$ cat config.mk
export PLATFORM = sky130hd
export DESIGN_NAME = tcw_ctrl
export DESIGN_NICKNAME = d
export VERILOG_FILES = /design/src/rtl/core/tcw_pkg.sv /design/src/rtl/core/tcw_ctrl.sv
export SDC_FILE = /design/constraint.sdc
export NUM_CORES = 1
export LEC_CHECK = 0
export ABC_AREA = 1
export BUFFER_PORTS_ARGS = -buffer_cell sky130_fd_sc_hd__buf_2
export CAP_MARGIN = 5
export CORE_AREA = 2 2 39 41
export DETAILED_ROUTE_END_ITERATION = 12
export DIE_AREA = 0 0 41 43
export PLACE_DENSITY = 0.49
export SETUP_SLACK_MARGIN = 0.2
export SLEW_MARGIN = 20
export SYNTH_ARGS = -nofsm -noshare
export SYNTH_HDL_FRONTEND = slang
export SYNTH_SLANG_ARGS = --single-unit
$ cat constraint.sdc
create_clock -name clk -period 1.3 [get_ports clk]
set_clock_uncertainty 0.15 [all_clocks]
set_input_delay 0.13 -clock clk [delete_from_list [all_inputs] [get_ports clk]]
set_output_delay 0.13 -clock clk [all_outputs]
set_load 0.02 [all_outputs]
$ cat src/rtl/core/tcw_pkg.sv
// tcw_pkg: shared constants, operation codes and control types of the text console writer
// no dependencies
`default_nettype none

package tcw_pkg;

	localparam int DEF_COLUMNS = 80;
	localparam int DEF_ROWS    = 25;

	localparam int ROW_W   = 5;
	localparam int COL_W   = 7;
	localparam int CHAR_W  = 8;
	localparam int COLOR_W = 8;
	localparam int CELL_W  = 16;
	localparam int FUNC_W  = 2;

	localparam int CFG_ADDR_W = 3;
	localparam int CFG_DATA_W = 32;

	localparam logic [FUNC_W-1:0] FUNC_PUT   = 2'd0;
	localparam logic [FUNC_W-1:0] FUNC_WRITE = 2'd1;
	localparam logic [FUNC_W-1:0] FUNC_READ  = 2'd2;
	localparam logic [FUNC_W-1:0] FUNC_CLEAR = 2'd3;

	localparam logic [0:0] REG_TEXT_COLOR = 1'b0;

	localparam logic [CHAR_W-1:0]  NEWLINE          = 8'd10;
	localparam logic [CELL_W-1:0]  BLANK_GREY       = 16'h0720;
	localparam logic [CELL_W-1:0]  BLANK_WHITE      = 16'h0F20;
	localparam logic [COLOR_W-1:0] TEXT_COLOR_RESET = 8'h07;

	typedef struct packed {
		logic accept;
		logic load_now;
		logic load_out;
		logic start_clear;
		logic start_scroll;
		logic sweep_run;
	} cmd_t;

	typedef struct packed {
		logic [FUNC_W-1:0] func;
		logic              needs_scroll;
		logic              sweep_last;
		logic              out_full;
	} stat_t;

endpackage

`default_nettype wire

$ cat src/rtl/core/tcw_ctrl.sv
// tcw_ctrl: operation sequencer of the text console writer
// depends on tcw_pkg; drives tcw_datapath through cmd_t and reads stat_t
`default_nettype none

module tcw_ctrl
	import tcw_pkg::*;
(
	input  wire logic  clk,
	input  wire logic  arst_n,
	input  wire logic  in_valid,
	output logic       in_ready,
	input  wire logic  out_ready,
	input  wire stat_t stat,
	output cmd_t       cmd
);

	localparam logic [2:0] ST_INIT      = 3'd0;
	localparam logic [2:0] ST_INIT_END  = 3'd1;
	localparam logic [2:0] ST_IDLE      = 3'd2;
	localparam logic [2:0] ST_READ      = 3'd3;
	localparam logic [2:0] ST_SWEEP     = 3'd4;
	localparam logic [2:0] ST_SWEEP_END = 3'd5;

	logic [2:0] state_q;
	logic [2:0] state_nxt;

	always_comb begin
		cmd       = '0;
		in_ready  = 1'b0;
		state_nxt = state_q;
		unique case (state_q)
			ST_INIT: begin
				cmd.sweep_run = 1'b1;
				if (stat.sweep_last) begin
					state_nxt = ST_INIT_END;
				end
			end
			ST_INIT_END: begin
				state_nxt = ST_IDLE;
			end
			ST_IDLE: begin
				in_ready   = !stat.out_full || out_ready;
				cmd.accept = in_valid && in_ready;
				if (cmd.accept) begin
					unique case (stat.func) inside
						FUNC_READ: begin
							state_nxt = ST_READ;
						end
						FUNC_CLEAR: begin
							cmd.start_clear = 1'b1;
							state_nxt       = ST_SWEEP;
						end
						FUNC_PUT, FUNC_WRITE: begin
							if (stat.func == FUNC_PUT && stat.needs_scroll) begin
								cmd.start_scroll = 1'b1;
								state_nxt        = ST_SWEEP;
							end else begin
								cmd.load_now = 1'b1;
							end
						end
					endcase
				end
			end
			ST_READ: begin
				cmd.load_out = 1'b1;
				state_nxt    = ST_IDLE;
			end
			ST_SWEEP: begin
				cmd.sweep_run = 1'b1;
				if (stat.sweep_last) begin
					state_nxt = ST_SWEEP_END;
				end
			end
			ST_SWEEP_END: begin
				cmd.load_out = 1'b1;
				state_nxt    = ST_IDLE;
			end
			default: begin
				state_nxt = ST_INIT;
			end
		endcase
	end

	always_ff @(posedge clk or negedge arst_n) begin
		if (!arst_n) begin
			state_q <= ST_INIT;
		end else begin
			state_q <= state_nxt;
		end
	end

endmodule

`default_nettype wire

* Yosys cells after proc, flatten, opt, wreduce, memory -nomap -nowiden
Index checks and enable logic that the tools add are counted.
** Storage, ports and cells
- Register bits after elaboration :: 3
** Operators by class
- Reductions and logical operators :: 11
- Mux-type cells :: 18
- Eq/ne operators :: 12
** Operator list (count)
- $mux 3 :: 4
- $pmux 3 s4 :: 1
- $mux 1 :: 9
- $pmux 3 s3 :: 1
- $eq 3x2->1 const B :: 2
- $eq 3x3->1 const B :: 2
- $mux 2 :: 3
- $ne 2x2->1 const B :: 3
- $reduce_or 2->1 :: 3
- $eq 2x2->1 const B :: 2
- $reduce_and 4->1 :: 1
- $eq 3x1->1 const B :: 1
- $logic_not 3->1 :: 1
- $ne 3x3->1 const B :: 1
- $reduce_or 3->1 :: 1
- $eq 2x1->1 const B :: 1
- $logic_and 1x1->1 :: 2
- $logic_not 2->1 :: 1
- $logic_not 1->1 :: 1
- $logic_or 1x1->1 :: 1

* Depth between registers and ports, before layout
- Word-level depth :: 6
- Depth in mapped cells :: 6

* Worst setup path after synthesis
No wires, ideal clock.
- Path kind :: reg-to-output
- From :: register state_q[0]
- To :: output cmd[1] (netlist name)
- Arrival time :: 1.061 ns
- Path slack :: -0.041 ns
- Stages on the path, launching flop included :: 6
- Buffers on the path :: 0
- Required time :: 1.020 ns
- Cell sequence :: dfrtp_1 -> inv_2 -> nand2_2 -> nor2_4 -> nand3_1 -> nor2_1
** RTL lines
- from (decl) :: RTL line tcw_ctrl.sv:24 : logic [2:0] state_q;
- from (signal assigned) :: RTL line tcw_ctrl.sv:88 : state_q <= state_nxt;
- to (decl) :: RTL line tcw_ctrl.sv:14 : output cmd_t cmd

==> run metrics <==
outcome=finished with violations; failing checks=negative setup slack; reg2reg start=state_q[0]; Max stage delay on crit path=0.37 ns; IO buf count=15; CP Max Fanout=3; critical path endpoint category=output pin; pin count of the biggest net entering global routing=7; largest family of logic cells by synthesized area=simple AND/OR/NAND/NOR gates; RSZ-0062 raised after global routing=yes; WHS Path Cells=3; # diodes=0; Slew @ Worst Pin=0.224 ns; max-slew violation count=0; Final Hold Vio Count=0; Overall Power=1.10 mW; Adder-Cell Fraction of Synth Area=0%; Final setup viols=9; worst hold path class=input pin to flip-flop; Setup CP Type=flip-flop to output pin; Largest regs=state_q (3); DRC Markers=0; mux share of post-synthesis cell area=0%; global-route wire length before repair=1430 um; Synth Cell Area=279 um^2; worst reg2reg endpoint=state_q[2]; CTS root buf=clkbuf_4; Pleak=0.294 nW; Netlist cell types=17; CTS Buffer Depth=2; R2R Setup Slk=-0.05 ns; via count of the first global-routing pass=377; Final #Nets=83; hold path start=stat[1]; routed via count=378; WL/cell=9.90 um; die area=1760 um^2; fraction of layout cells with a size suffix above 1=64.4%; DR pass1 iterations=3; Synth warnings=0; worst skew pair latency=0.23 ns; starting density of the core=20.2%; Max Fclk=658 MHz; Synth Area in Compound Gates=15.7%; clock sinks=3; hold path endpoint=state_q[1]; min setup slack post-route=-0.219 ns; worst relative slew slack=85.0%; Iteration-0 DRC Markers=2; RD Place Congestion=0.678; post-route antenna net violation count=0; Area Growth Syn to Fin=120%; Vias/cell=4.25; Syn Area/Cell=6.49 um^2; CTS buffer count=3; PD cells=1800 nW/um^2; Die X=41 um; DP Wirelength=604 um; period utilization=117%; xor and xnor area share after synthesis=3.14%; Arr. time, crit path=1.24 ns; Synth Net Count=52; Max Cap Violations=0; crit-path leading delay family=simple AND/OR/NAND/NOR gates; R2R depth=8; Crit-path slowest cell=dfrtp_1; Seq/Total Area, Yosys=26.9%; Core ar.=1380 um^2; gr ovfl total=0; Die H=43 um; final WL=881 um; cell count after synthesis=43; register area=76.3 um^2; area of the multi-input gates=246 um^2; WP buf/inv=2; Reg clk slew, reported paths=0.04 ns; Yosys reg bits=3; CP Cell Sequence=inv_2 > nand2_2 > nor2_4 > nand3_4 > nor3_4 > buf_6; initial antenna violation count=0; CP Launch Type=flip-flop; Simple-Gate Fraction of Synth Area=42.2%; hold slack=0.0478 ns; Layout fillers=144; Largest register FFs=3; Top reg by flops=state_q; H-tree levels=1; Peak VDD IR=0.572 mV; Row Count=14; worst path required time=1.02 ns; CTS tree=done; post-route minimum period=1.52 ns; GRT Resource Usage Total=12.3%; num ports=16
-- power breakdown --
| part | internal [mW] | switching, mW | total (mW) |
|---|---|---|---|
| combinational | 0.389 | 0.393 | 0.782 |
| clock | 0.115 | 0.0448 | 0.160 |
| sequential | 0.132 | 0.0309 | 0.163 |
-- Yosys cell counts (all sizes together) --
cell type / instances / area (um^2)
xnor2: 1 / 8.76
nor2: 7 / 36.3
a21oi: 5 / 28.8
nand3: 4 / 20.0
dfrtp: 3 / 75.1
buf: 1 / 11.3
nand2: 10 / 40.0
o21ai: 3 / 15.0
nor3: 2 / 15.0
inv: 6 / 22.5
or2: 1 / 6.26
-- how the worst max path moves through the flow --
stage	from	endpoint	slack (ns)	cells past startpoint
finish	state_q[0]	cmd[2]	-0.22	6
global route	state_q[0]	cmd[2]	-0.30	6
CTS	state_q[0]	cmd[2]	-0.25	6
detailed placement	state_q[0]	cmd[2]	-0.02	6
global placement	state_q[1]	state_q[2]	-0.05	5
floorplan	state_q[0]	cmd[2]	-0.009	5
-- layer usage --
| layer | track usage (%) | vias up | wire (um) |
|---|---|---|---|
| met5 | 0 | - | 0 |
| met4 | 6.00 | 0 | 0 |
| met3 | 4.71 | 0 | 28 |
| met2 | 21.3 | 8 | 516 |
| met1 | 11.7 | 172 | 337 |
| li1 | - | 198 | - |
-- worst register-to-register path: stages (launching register included) --
cell     delay, ns
dfrtp_1       0.37
inv_2         0.07
nand2_2       0.06
nor2_4        0.13
nand2_2       0.10
buf_6         0.13
buf_6         0.11
nand3_2       0.05
nand2_1       0.05
-- cell families (layout without fill, tap and decap cells) --
| group | Yosys count | count (layout) |
|---|---|---|
| AND/OR/NAND/NOR | 24 | 24 |
| XOR/XNOR | 1 | 1 |
| flip-flops | 3 | 3 |
| buffers and inverters | 7 | 37 |
| AO/OA/AOI/OAI | 8 | 8 |
-- cell type report --
| type | count | area share [%] |
|---|---|---|
| repair buffers | 27 | 36.3 |
| multi-input cells | 33 | 40.1 |
| clock buffers | 4 | 4.28 |
| well taps | 16 | 3.26 |
| inverters | 6 | 3.67 |
| flip-flops and latches | 3 | 12.4 |
-- metrics by stage --
stage               setup TNS [ns]  utilization, %  worst slack (ns)  instances  instance area, um^2
floorplan                 -0.00922               -          -0.00922         43                  319
global placement           -0.0586            32.4           -0.0486         79                  448
detailed placement         -0.0309            32.4           -0.0228         79                  448
CTS                          -1.11            43.3            -0.247         88                  599
global route                 -1.62            44.4            -0.299         89                  614
finish                       -1.05            44.4            -0.219         89                  614
-- cells in the final DEF, fill, tap and decap left out --
| cell type | Yosys | final |
|---|---|---|
| buf_6 | 1 | 10 |
| buf_2 | 0 | 8 |
| buf_4 | 0 | 8 |
| nand2_1 | 9 | 7 |
| inv_1 | 5 | 4 |
| nand2_2 | 1 | 3 |
| nor2_4 | 1 | 3 |
| nor2_1 | 5 | 3 |
| clkbuf_4 | 0 | 3 |
| inv_2 | 1 | 2 |
| nand3_4 | 0 | 2 |
| a21oi_1 | 4 | 2 |
| a21oi_2 | 1 | 2 |
| o21ai_1 | 0 | 2 |
| dfrtp_1 | 3 | 2 |
| nand3_1 | 4 | 1 |
| nor2_2 | 1 | 1 |
| xnor2_1 | 1 | 1 |
| nor3_4 | 0 | 1 |
| a21oi_4 | 0 | 1 |
| nor3_2 | 1 | 1 |
| o21ai_0 | 3 | 1 |
| nand3_2 | 0 | 1 |
| or2_0 | 1 | 1 |
| clkbuf_1 | 0 | 1 |
| dlygate4sd3_1 | 0 | 1 |
| dfrtp_2 | 0 | 1 |
-- timing repair --
item | 4_1_cts | 5_1_grt
hold buffers | 1 | 0
buffers inserted | 4 | 1
hold endpoints to repair | 3 | 0
resized for setup | 27 | 2
pin swaps | 4 | 1
setup endpoints to repair | 10 | 10
Note: power is estimated with default switching activity, not from simulation.
